### src/hdl/mspag_pkg.sv
package mspag_pkg;

   // Field widths
   localparam int MAG_W       = 16;   // magnitudes, unsigned
   localparam int SNR_W       = 16;   // SNR values, unsigned Q8.8
   localparam int SNR_FRAC_W  = 8;
   localparam int GAIN_FRAC_W = 12;   // gain, unsigned Q4.12
   localparam int CSR_IDX_W   = 4;
   localparam int CSR_DATA_W  = 16;

   typedef logic [MAG_W-1:0]      mag_type;
   typedef logic [SNR_W-1:0]      snr_type;
   typedef logic [CSR_IDX_W-1:0]  csr_idx_type;
   typedef logic [CSR_DATA_W-1:0] csr_data_type;

   // Register indexes
   typedef enum logic [CSR_IDX_W-1:0] {
      CSR_SMOOTHING = 4'd0,
      CSR_SNR_CAP   = 4'd1
   } csr_index_type;

   // Register reset values
   localparam csr_data_type SMOOTHING_RESET = 16'd64225;  // 0.98 in Q0.16
   localparam csr_data_type SNR_CAP_RESET   = 16'd10240;  // 40 in Q8.8

   // Fixed-point constants
   localparam snr_type        SNR_ONE    = 16'd256;     // 1.0 in Q8.8
   localparam logic [16:0]    UNITY_Q16  = 17'd65536;   // 1.0 in Q0.16
   localparam logic [15:0]    ROUND_Q16  = 16'h8000;    // half LSB before >> 16
   localparam logic [11:0]    ROUND_GAIN = 12'h800;     // half LSB before >> 12

endpackage

### src/hdl/mspag_sqrt.sv
module mspag_sqrt
   import mspag_pkg::*;
#(
   parameter int IW = 44,   // radicand width, even
   parameter int SW = 1     // side word carried along
) (
   input  logic              clock,
   input  logic              en,
   input  logic [IW-1:0]     rad,
   input  logic [SW-1:0]     aux,
   output logic [IW/2-1:0]   root,
   output logic [SW-1:0]     aux_out
);

   localparam int RW = IW / 2;

   typedef struct packed {
      logic [RW:0]   rem;
      logic [RW-1:0] root;
   } step_type;

   // one root bit: bring down a bit pair and try root*4+1
   function automatic step_type sq_step(input logic [RW:0] rem, input logic [RW-1:0] rt,
                                        input logic [1:0] pair);
      logic [RW+2:0] cur;
      logic [RW+2:0] trial;
      step_type      res;
      cur   = {rem, pair};
      trial = (RW+3)'({rt, 2'b01});
      if (cur >= trial) begin
         res.rem  = (RW+1)'(cur - trial);
         res.root = (rt << 1) | RW'(1);
      end else begin
         res.rem  = (RW+1)'(cur);
         res.root = rt << 1;
      end
      return res;
   endfunction

   step_type      st_ff  [RW];
   step_type      st_in  [RW];
   logic [IW-1:0] bits_ff [RW];
   logic [IW-1:0] bits_in [RW];
   logic [SW-1:0] aux_ff [RW];
   logic [SW-1:0] aux_in [RW];

   always_comb begin
      st_in[0]   = sq_step('0, '0, rad[IW-1:IW-2]);
      bits_in[0] = rad << 2;
      aux_in[0]  = aux;
      for (int k = 1; k < RW; k++) begin
         st_in[k]   = sq_step(st_ff[k-1].rem, st_ff[k-1].root, bits_ff[k-1][IW-1:IW-2]);
         bits_in[k] = bits_ff[k-1] << 2;
         aux_in[k]  = aux_ff[k-1];
      end
   end

   // advance all stages together
   always_ff @(posedge clock) begin
      if (en) begin
         for (int k = 0; k < RW; k++) begin
            st_ff[k]   <= st_in[k];
            bits_ff[k] <= bits_in[k];
            aux_ff[k]  <= aux_in[k];
         end
      end
   end

   assign root    = st_ff[RW-1].root;
   assign aux_out = aux_ff[RW-1];

endmodule
### config.mk
export PLATFORM = sky130hd
export DESIGN_NAME = mspag_sqrt
export DESIGN_NICKNAME = d
export VERILOG_FILES = /design/src/hdl/mspag_pkg.sv /design/src/hdl/mspag_sqrt.sv
export SDC_FILE = /design/constraint.sdc
export NUM_CORES = 2
export LEC_CHECK = 0
export ABC_AREA = 1
export BUFFER_PORTS_ARGS = -buffer_cell sky130_fd_sc_hd__clkbuf_2
export CAP_MARGIN = 40
export CORE_MARGIN = 2
export CORE_UTILIZATION = 45
export DETAILED_ROUTE_END_ITERATION = 6
export PLACE_DENSITY_LB_ADDON = 0.2
export REMOVE_ABC_BUFFERS = 1
export SKIP_CTS_REPAIR_TIMING = 1
export SLEW_MARGIN = 5
export SYNTH_ARGS = -nofsm -noshare
export SYNTH_HDL_FRONTEND = slang
export SYNTH_SLANG_ARGS = --single-unit
export TNS_END_PERCENT = 1
### constraint.sdc
create_clock -name clock -period 4.6 [get_ports clock]
set_input_delay 0.92 -clock clock [delete_from_list [all_inputs] [get_ports clock]]
set_output_delay 0.92 -clock clock [all_outputs]
set_load 0.005 [all_outputs]
==> results.md <==
- Vias in the first global route: approximately 45k
- WP buf/inv: 4
- CTS tree: built
- Netlist cell types: 50
- Sw power: 9260 µW
- Die Area: 0.146 mm²
- Average wire per standard cell: about 16 µm
- Power share of the combinational group: 19.4%
- IO Port Bufs: roughly 70
- CTS Buf Count: 134
- Clk slew on worst S/H paths: 0.05 ns
- Core Footprint: between 0.1 and 0.15 mm²
- Antenna Violating Nets Remaining: 0
- Row Count: 138
- Filler Cells Inserted: 13.3k
- Hpwl dp: 116000 µm
- Biggest cell delay along the critical path: about 0.6 ns
- RSZ-0062 raised after global routing: false
- Routed via count: between 40k and 50k
- Root Driver: clkbuf_16
- Max Cap Viol: 0
- Seq/Total Area, Yosys: 55.6%
- Largest net degree at the start of global routing: 111
- Post-layout nets: 7656
- Starting Density: 45.4%
- GRT overflow: 0
- Achievable frequency: 335 MHz
- Setup_tns: 0 ns
- Drt first pass iters: 7
- Crit Path Category: flip-flop to flip-flop
- Top_reg_cell synth: edfxtp_1
- Worst Setup Start Kind: flip-flop
- Synthesis-stage register bit count: 1191
- Pleak: 0.0317 µW
- Initial antenna violation count: 0
- Vias per Instance: between 4 and 5
- Pre-CTS WS: about 1.6 ns
- CTS Buffer Depth: 3
- Inst Count DP: ~9.1k
- Clock power share: 34.7%
- Flop pwr share: roughly 46%
- Area grow syn2layout: 10.7%
- Min Tclk post-route: 2.98 ns
- Most frequent CP cell: nand2_1
- Failing checks: design-rule violations
- Crit-path max FO: 31
- Peak supply drop: 0.000300 V
- Total GRT Usage: roughly a fifth
- Worst Skew: 0.0363 ns
- Final non-filler cell total: between 9k and 10k
- P per Cell Area: between 400 and 500 mW/mm²
- Gpl congestion: 0.930
- Mapped Cells: between 7k and 8k
- Drt drc: 2
- CP Capture Type: flip-flop
- Fraction of power spent switching nets: between 30% and 40%
- CTS H-tree depth: 4
- Total wire length: 153000 µm
- Slowest-stage cell, CP: nor2_4
- Yosys top cell by area: edfxtp_1
- First-pass GRT wire length: roughly 240000 µm
- Critical Path AT: 3.50 ns
- Skew-Pair Late Insertion Delay: 0.77 ns
- Clock Sink Count: 1191
- Synth warn: 0
- Max Slew Vio Count: 0
- Status: complete, but fails checks
- CP top delay family: simple AND/OR/NAND/NOR gates
- Slew @ Worst Pin: 0.859 ns
- DRT iter0 DRCs: around 3.5k
- Post-Syn Area per Cell: 8.96 µm²
- Top cells by area, synth: edfxtp_1 56%, nand2_1 14%, inv_1 6.9%, ha_1 5.4%, nor2_1 3.6%
- Die H: 382 µm
- Die width: around 380 µm
- Final hold vios: 0
- Final worst slack: around 1.6 ns
- Crit-path cells: inv_1 -> ha_1 -> nand2_1 -> inv_1 -> a21oi_1 -> nand3_1 -> nand2_2 -> inv_2 -> nor2_4 -> inv_2 -> nand2_1 -> nand2_1
- Int Pwr: 21500 µW
- Mapped cell area: 0.0643 mm²
- Antenna Cells: 0
- Final period util: 64.9%
- # IOs: 70
- CP required: 5.11 ns
- Share of the synthesized area in the top cell type: 55.6%
- Slew Limit Headroom: 42.6%
- Setup-failing EPs final: 0
- Fraction of registers with async set/reset: 0%
- HP Class: input port to flip-flop
- Share of cells above drive strength 1: 5.92%
- Post-synth EDFFs: approximately 1.2k
[cell usage in the layout, fill, tap and decap left out, types with 23 or more instances in the layout]
cell type  count
xor2_1       108
clkbuf_16    135
ha_1         276
clkbuf_1      28
nand3b_1      85
nor2_2        31
nand2_2       25
nand4_1      105
o21ai_1       76
a21oi_1      238
o21ai_0       99
xnor2_1       70
inv_1       1181
nor3_1        53
a21oi_2       24
nand3_1      404
clkbuf_2      68
nand2_1     2396
inv_2         23
nor2_1       617
edfxtp_1    1191
[kinds of logic (layout without fill, tap and decap cells)]
group	count (synthesis)	in the layout	share of synthesized area, %
simple gates	3770	3770	24.4
buf+inv	1284	1543	8.02
flops	1191	1191	55.6
compound gates	479	479	4.11
fa+ha+maj	276	276	5.37
xor+xnor	178	178	2.42
other cells	1	1	0.00583
[metrics by stage]
step	util (%)	total power (µW)	hold slack (ns)	cell area (µm²)
6_report	50.2	30800	0.327	71200
5_1_grt	50.2	32500	0.280	71200
4_1_cts	50.2	31100	0.266	71200
3_5_place_dp	47.1	20300	0.405	66700
3_3_place_gp	47.1	20200	0.400	66700
2_1_floorplan	-	18200	0.400	63700
[power groups by stage]
stage	Sequential [µW]	Combinational, µW	Clock, µW
3_5_place_dp	14400	5910	0
6_report	14200	5960	10700
4_1_cts	14200	5940	11000
2_1_floorplan	13900	4280	0
5_1_grt	14200	6830	11400
3_3_place_gp	14400	5860	0
[final timing paths]
| path | start | endpoint | slack (ns) | cells past startpoint |
|---|---|---|---|---|
| worst min-delay path | rad[38] | bits_ff[0][38] | 0.33 | 1 |
| worst max-delay path | st_ff[1][231] | st_ff[1][306] | 1.62 | 12 |
| worst min register to register | bits_ff[1][118] | bits_ff[1][162] | 0.39 | 0 |
| worst max register to register | st_ff[1][231] | st_ff[1][306] | 1.62 | 12 |
[final cells by class]
class / instances / area (µm²) / share of cell area [%]
multi-input cells: 4704 / 23400 / 32.8
inverters: 1205 / 4520 / 6.36
clock buffers: 163 / 3480 / 4.89
flip-flops and latches: 1191 / 35800 / 50.3
well taps: 1890 / 2360 / 3.32
repair buffers: 97 / 703 / 0.988
clock inverters: 78 / 965 / 1.36
[cell usage after synthesis (2+ instances only)]
cell type and count:
nand4_1 105, o211ai_1 8, a21oi_1 238, nor3_2 3, and2_1 5, nor2_2 31, nor3_1 53, or2_1 2
o21bai_1 8, buf_4 43, a21oi_4 3, xor2_1 108, o21ai_0 99, o2111ai_1 4, o21ai_2 10, inv_1 1181
or2_2 5, nor3b_1 4, o21a_1 2, a21oi_2 24, nor4_1 2, nand2_1 2396, nand3b_1 85, a21o_1 4
nand2_2 25, nor2_4 9, ha_1 276, buf_6 19, nand3_2 10, and3_1 4, or2_0 5, nor2_1 617
nand3_1 404, buf_2 15, edfxtp_1 1191, inv_2 23, xnor2_1 70, o21ai_1 76
[layer usage]
layer,wire (µm),up-vias,track usage [%]
met4,3590,0,5.85
li1,-,23600,-
met5,0,-,0
met3,6410,217,2.67
met1,68700,21600,28.0
met2,74000,1009,35.7
[registers in the layout (all words and copies together), names as in the netlist]
| register | cells |
|---|---|
| bits_ff | 462 |
| st_ff | 707 |
| aux_ff | 22 |
Note: power is estimated with default switching activity, not from simulation.
