<file path="config.mk">
export PLATFORM = sky130hd
export DESIGN_NAME = mspag_div
export DESIGN_NICKNAME = d
export VERILOG_FILES = /design/src/hdl/mspag_pkg.sv /design/src/hdl/mspag_div.sv
export SDC_FILE = /design/constraint.sdc
export NUM_CORES = 2
export LEC_CHECK = 0
export BUFFER_PORTS_ARGS = -buffer_cell sky130_fd_sc_hd__buf_2
export CAP_MARGIN = 20
export CORE_UTILIZATION = 50
export DETAILED_ROUTE_END_ITERATION = 8
export PLACE_DENSITY = 0.67
export SETUP_SLACK_MARGIN = 0.2
export SYNTH_ARGS = -nofsm -noshare
export SYNTH_HDL_FRONTEND = slang
export SYNTH_SLANG_ARGS = --single-unit
</file>
<file path="constraint.sdc">
create_clock -name clock -period 6.19 [get_ports clock]
set_input_delay 0.9285 -clock clock [delete_from_list [all_inputs] [get_ports clock]]
set_output_delay 0.9285 -clock clock [all_outputs]
set_load 0.02 [all_outputs]
</file>
<file path="src/hdl/mspag_pkg.sv">
package mspag_pkg;

   // Field widths
   localparam int MAG_W       = 16;   // magnitudes, unsigned
   localparam int SNR_W       = 16;   // SNR values, unsigned Q8.8
   localparam int SNR_FRAC_W  = 8;
   localparam int GAIN_FRAC_W = 12;   // gain, unsigned Q4.12
   localparam int CSR_IDX_W   = 4;
   localparam int CSR_DATA_W  = 16;

   typedef logic [MAG_W-1:0]      mag_type;
   typedef logic [SNR_W-1:0]      snr_type;
   typedef logic [CSR_IDX_W-1:0]  csr_idx_type;
   typedef logic [CSR_DATA_W-1:0] csr_data_type;

   // Register indexes
   typedef enum logic [CSR_IDX_W-1:0] {
      CSR_SMOOTHING = 4'd0,
      CSR_SNR_CAP   = 4'd1
   } csr_index_type;

   // Register reset values
   localparam csr_data_type SMOOTHING_RESET = 16'd64225;  // 0.98 in Q0.16
   localparam csr_data_type SNR_CAP_RESET   = 16'd10240;  // 40 in Q8.8

   // Fixed-point constants
   localparam snr_type        SNR_ONE    = 16'd256;     // 1.0 in Q8.8
   localparam logic [16:0]    UNITY_Q16  = 17'd65536;   // 1.0 in Q0.16
   localparam logic [15:0]    ROUND_Q16  = 16'h8000;    // half LSB before >> 16
   localparam logic [11:0]    ROUND_GAIN = 12'h800;     // half LSB before >> 12

endpackage

</file>
<file path="src/hdl/mspag_div.sv">
module mspag_div
   import mspag_pkg::*;
#(
   parameter int NW = 41,   // numerator width
   parameter int DW = 32,   // divisor width
   parameter int QW = 16,   // quotient bits kept; larger quotients saturate
   parameter int SW = 1     // side word carried along
) (
   input  logic          clock,
   input  logic          en,
   input  logic [NW-1:0] num,
   input  logic [DW-1:0] den,
   input  logic [SW-1:0] aux,
   output logic [QW-1:0] quo,
   output logic [SW-1:0] aux_out
);

   localparam int CW = (NW > DW) ? NW : DW;
   localparam int NS = QW + 1;

   logic [DW-1:0] rem_ff [NS];
   logic [DW-1:0] rem_in [NS];
   logic [QW-1:0] low_ff [NS];
   logic [QW-1:0] low_in [NS];
   logic [QW-1:0] quo_ff [NS];
   logic [QW-1:0] quo_in [NS];
   logic [DW-1:0] den_ff [NS];
   logic [DW-1:0] den_in [NS];
   logic [SW-1:0] aux_ff [NS];
   logic [SW-1:0] aux_in [NS];
   logic [NS-1:0] ovf_ff;
   logic [NS-1:0] ovf_in;
   logic [DW:0]   trial  [NS];

   always_comb begin
      // front stage: range check, seed remainder with the high numerator bits
      ovf_in[0] = CW'(num >> QW) >= CW'(den);
      rem_in[0] = ovf_in[0] ? '0 : DW'(num >> QW);
      low_in[0] = num[QW-1:0];
      quo_in[0] = '0;
      den_in[0] = den;
      aux_in[0] = aux;
      trial[0]  = '0;
      // one quotient bit per stage
      for (int k = 1; k < NS; k++) begin
         trial[k]  = {rem_ff[k-1], low_ff[k-1][QW-1]};
         low_in[k] = low_ff[k-1] << 1;
         den_in[k] = den_ff[k-1];
         aux_in[k] = aux_ff[k-1];
         ovf_in[k] = ovf_ff[k-1];
         if (trial[k] >= {1'b0, den_ff[k-1]}) begin
            rem_in[k] = DW'(trial[k] - {1'b0, den_ff[k-1]});
            quo_in[k] = (quo_ff[k-1] << 1) | QW'(1);
         end else begin
            rem_in[k] = DW'(trial[k]);
            quo_in[k] = quo_ff[k-1] << 1;
         end
      end
   end

   // advance all stages together
   always_ff @(posedge clock) begin
      if (en) begin
         ovf_ff <= ovf_in;
         for (int k = 0; k < NS; k++) begin
            rem_ff[k] <= rem_in[k];
            low_ff[k] <= low_in[k];
            quo_ff[k] <= quo_in[k];
            den_ff[k] <= den_in[k];
            aux_ff[k] <= aux_in[k];
         end
      end
   end

   assign quo     = ovf_ff[NS-1] ? '1 : quo_ff[NS-1];
   assign aux_out = aux_ff[NS-1];

endmodule

</file>
==> impl_metrics.json <==
{
  "dieArea_sq_mm": 0.1456,
  "rr_startpoint": "den_ff[0][97]",
  "r2r_end": "rem_ff[0][130]",
  "slew_headroom_pct": 34.12,
  "max_freq_mhz": 220.7,
  "syn_to_final_growth_pct": 10.50,
  "gr-total-overflow": 0,
  "clock_latency_ns": 0.76,
  "yosys.area.top_type_share_pct": 55.16,
  "synth_warnings": 0,
  "min_to": "low_ff[0][7]",
  "grt_pass1_vias": 46341,
  "postCtsSetupRepairBufs": 0,
  "syn_inst": 6123,
  "hold_path.class": "primary input to register",
  "antenna_found_initial": 1,
  "h-tree-depth": 4,
  "fin_skew_ns": 0.02074,
  "cts_tree": "yes",
  "ant_nets": 0,
  "timing.final.crit_share_pct": 73.21,
  "cap_violations": 0,
  "placed_cell_area_sq_mm": 0.07470,
  "r2r_setup_slack_ns": 1.66,
  "arrival_ns": 5.03,
  "grt_start_max_net_pins": 175,
  "criticalPathCategory": "register to register",
  "dp_hpwl_um": 109000,
  "run_status": "complete, no violations",
  "synth.area.top_cells": "edfxtp_1 (55%), ha_1 (9.2%), inv_1 (3.4%), a21oi_1 (3.1%), xnor2_1 (3.0%)",
  "chipHeight_um": 381.5,
  "initial_core_util_pct": 50.63,
  "finalPower_mw": 38.24,
  "avgSynthCellArea_sq_um": 11.76,
  "drive_gt1_share_pct": 8.097,
  "ctsLongestPathBuffers": 3,
  "crit_path_end_kind": "register",
  "finalMaxSlewViolations": 0,
  "synth_largest_area_cell": "edfxtp_1",
  "cts-resized-gates": 0,
  "power_density_mw_per_mm2": 480.4,
  "setup_viol": 0,
  "yosysSeqAreaShare_pct": 55.16,
  "nets": 6884,
  "avgViaCountPerCell": 5.460,
  "io-pin-count": 93,
  "crit_required_ns": 6.69,
  "tns_ns": 0,
  "mostFrequentLayoutCells": "edfxtp_1 (1,323), inv_1 (649), ha_1 (531), a21oi_1 (446), nand2_1 (395)",
  "rows": 138,
  "min_delay_path_depth": 1,
  "cp-start-kind": "register",
  "place.gp.congestion": 0.9507,
  "grt.total_usage_pct": 19.73,
  "wl_per_cell_um": 17.39,
  "rsz0062_at_grt": "no",
  "coreArea_sq_mm": 0.1423,
  "final_area_sq_mm": 0.07959,
  "routed-via-count": 45187,
  "hold_path_startpoint": "num[7]",
  "p_leak_nw": 32.75,
  "grt_pass1_wl_um": 229500,
  "drt_iter0_markers": 2535,
  "routed_wl_um": 143900,
  "cts_sinks": 1323,
  "cp_max_fo": 33,
  "netlist_area_sq_mm": 0.07203,
  "synth_async_sr_flop_share_pct": 0,
  "io_buffers": 92,
  "synth_cell_types": 95,
  "tightestPinTransition_ns": 0.9883,
  "fin_crit_ns": 4.532,
  "ys_seq_elements": 1323,
  "cts_hold_buf": 0,
  "reg2reg_depth": 13,
  "nFillCells": 11747,
  "finalHoldViolations": 0,
  "synth_flop_cell": "edfxtp_1",
  "cts-root-buf": "clkbuf_16",
  "synth-edff-count": 1323,
  "final_common_cell": "edfxtp_1",
  "fp.dieW_um": 381.5,
  "cts.clk_slew.worst_paths_ns": 0.06,
  "worst_ir_drop_vdd_mv": 0.2801,
  "syn_nets": 6745,
  "cts_made_buffers": 150,
  "first_pass_iters": 8,
  "drc": 0
}
## cells by family (layout without fill, tap and decap cells)
kind of cell               after synthesis  after routing  share of synthesized area (%)
AOI/OAI and AO/OA                     1514           1514                          13.25
and+or+nand+nor                       1292           1292                          8.647
buffers and inverters                  794           1056                          4.232
muxes                                  253            253                          4.197
DFF                                   1323           1323                          55.16
adders and majority gates              546            546                          9.641
xor gates and xnor gates               401            401                          4.876
other                                    0              1                              0
## registers in the layout, summed over array words and instances (netlist names)
signal	cells
low_ff	136
aux_ff	17
quo_ff	136
ovf_ff	17
rem_ff	505
den_ff	512
## where the power goes
part	internal (mW)	switching [mW]	leakage [nW]
clock network	5.22	3.48	2.35
registers	12.7	0.990	13.0
logic	6.99	8.82	17.4
## stage by stage
stage	worst slack [ns]	utilization (%)	hold slack [ns]	std cells
floorplan	2.747	-	0.4003	6123
global placement	1.656	52.50	0.4002	7999
detailed placement	1.644	52.50	0.4045	7999
CTS	1.632	55.92	0.2755	8274
global route	1.500	55.94	0.2862	8275
finish	1.658	55.94	0.3451	8276
## synthesized netlist by cell type, drive strengths merged, types with 99 or more instances
cell type  count
a21o         262
a21oi        447
clkbuf       116
edfxtp      1323
ha           531
inv          651
mux2         233
nand2        397
nand3         99
nor2         294
nor2b        112
o21ai        377
xnor2        248
xor2         153
## layer usage
layer	global-route usage (%)	vias up	wire, um
met4	13.42	0	10250
met2	39.22	849	78960
met3	2.770	444	3788
met1	18.22	21187	50890
li1	-	22707	-
met5	0	-	0
## worst max-delay path, stage by stage (launching register included)
cell and delay [ns]:
edfxtp_1 0.39, inv_1 0.06, ha_1 0.28, nor2b_1 0.15, o21a_1 0.15, o21ai_2 0.07
a2111oi_1 0.69, o41ai_2 0.23, o2111ai_1 0.46, o311ai_2 0.29, a21oi_2 0.17, a211o_1 0.11
a211o_2 0.76, mux2_1 0.39
## worst max-delay path by stage
stage	start	to	slack [ns]	depth (start not counted)
after floorplan	den_ff[0][97]	rem_ff[0][132]	2.75	15
after detailed placement	den_ff[0][97]	rem_ff[0][130]	1.64	13
final	den_ff[0][97]	rem_ff[0][130]	1.66	13
after global routing	den_ff[0][97]	rem_ff[0][130]	1.50	13
after CTS	den_ff[0][97]	rem_ff[0][130]	1.63	13
after global placement	den_ff[0][97]	rem_ff[0][131]	1.66	13
## cell type report
| type | instances | area (sq um) | area share (%) |
|---|---|---|---|
| Sequential cell | 1323 | 39730 | 49.92 |
| Multi-Input combinational cell | 4006 | 29340 | 36.87 |
| Clock buffer | 185 | 4013 | 5.042 |
| Inverter | 651 | 2444 | 3.070 |
| Tap cell | 1890 | 2365 | 2.971 |
| Clock inverter | 90 | 857.1 | 1.077 |
| Timing Repair Buffer | 130 | 835.8 | 1.050 |
| Antenna cell | 1 | 2.502 | 0.003144 |
No activity file was read; power rests on OpenSTA's default activity.
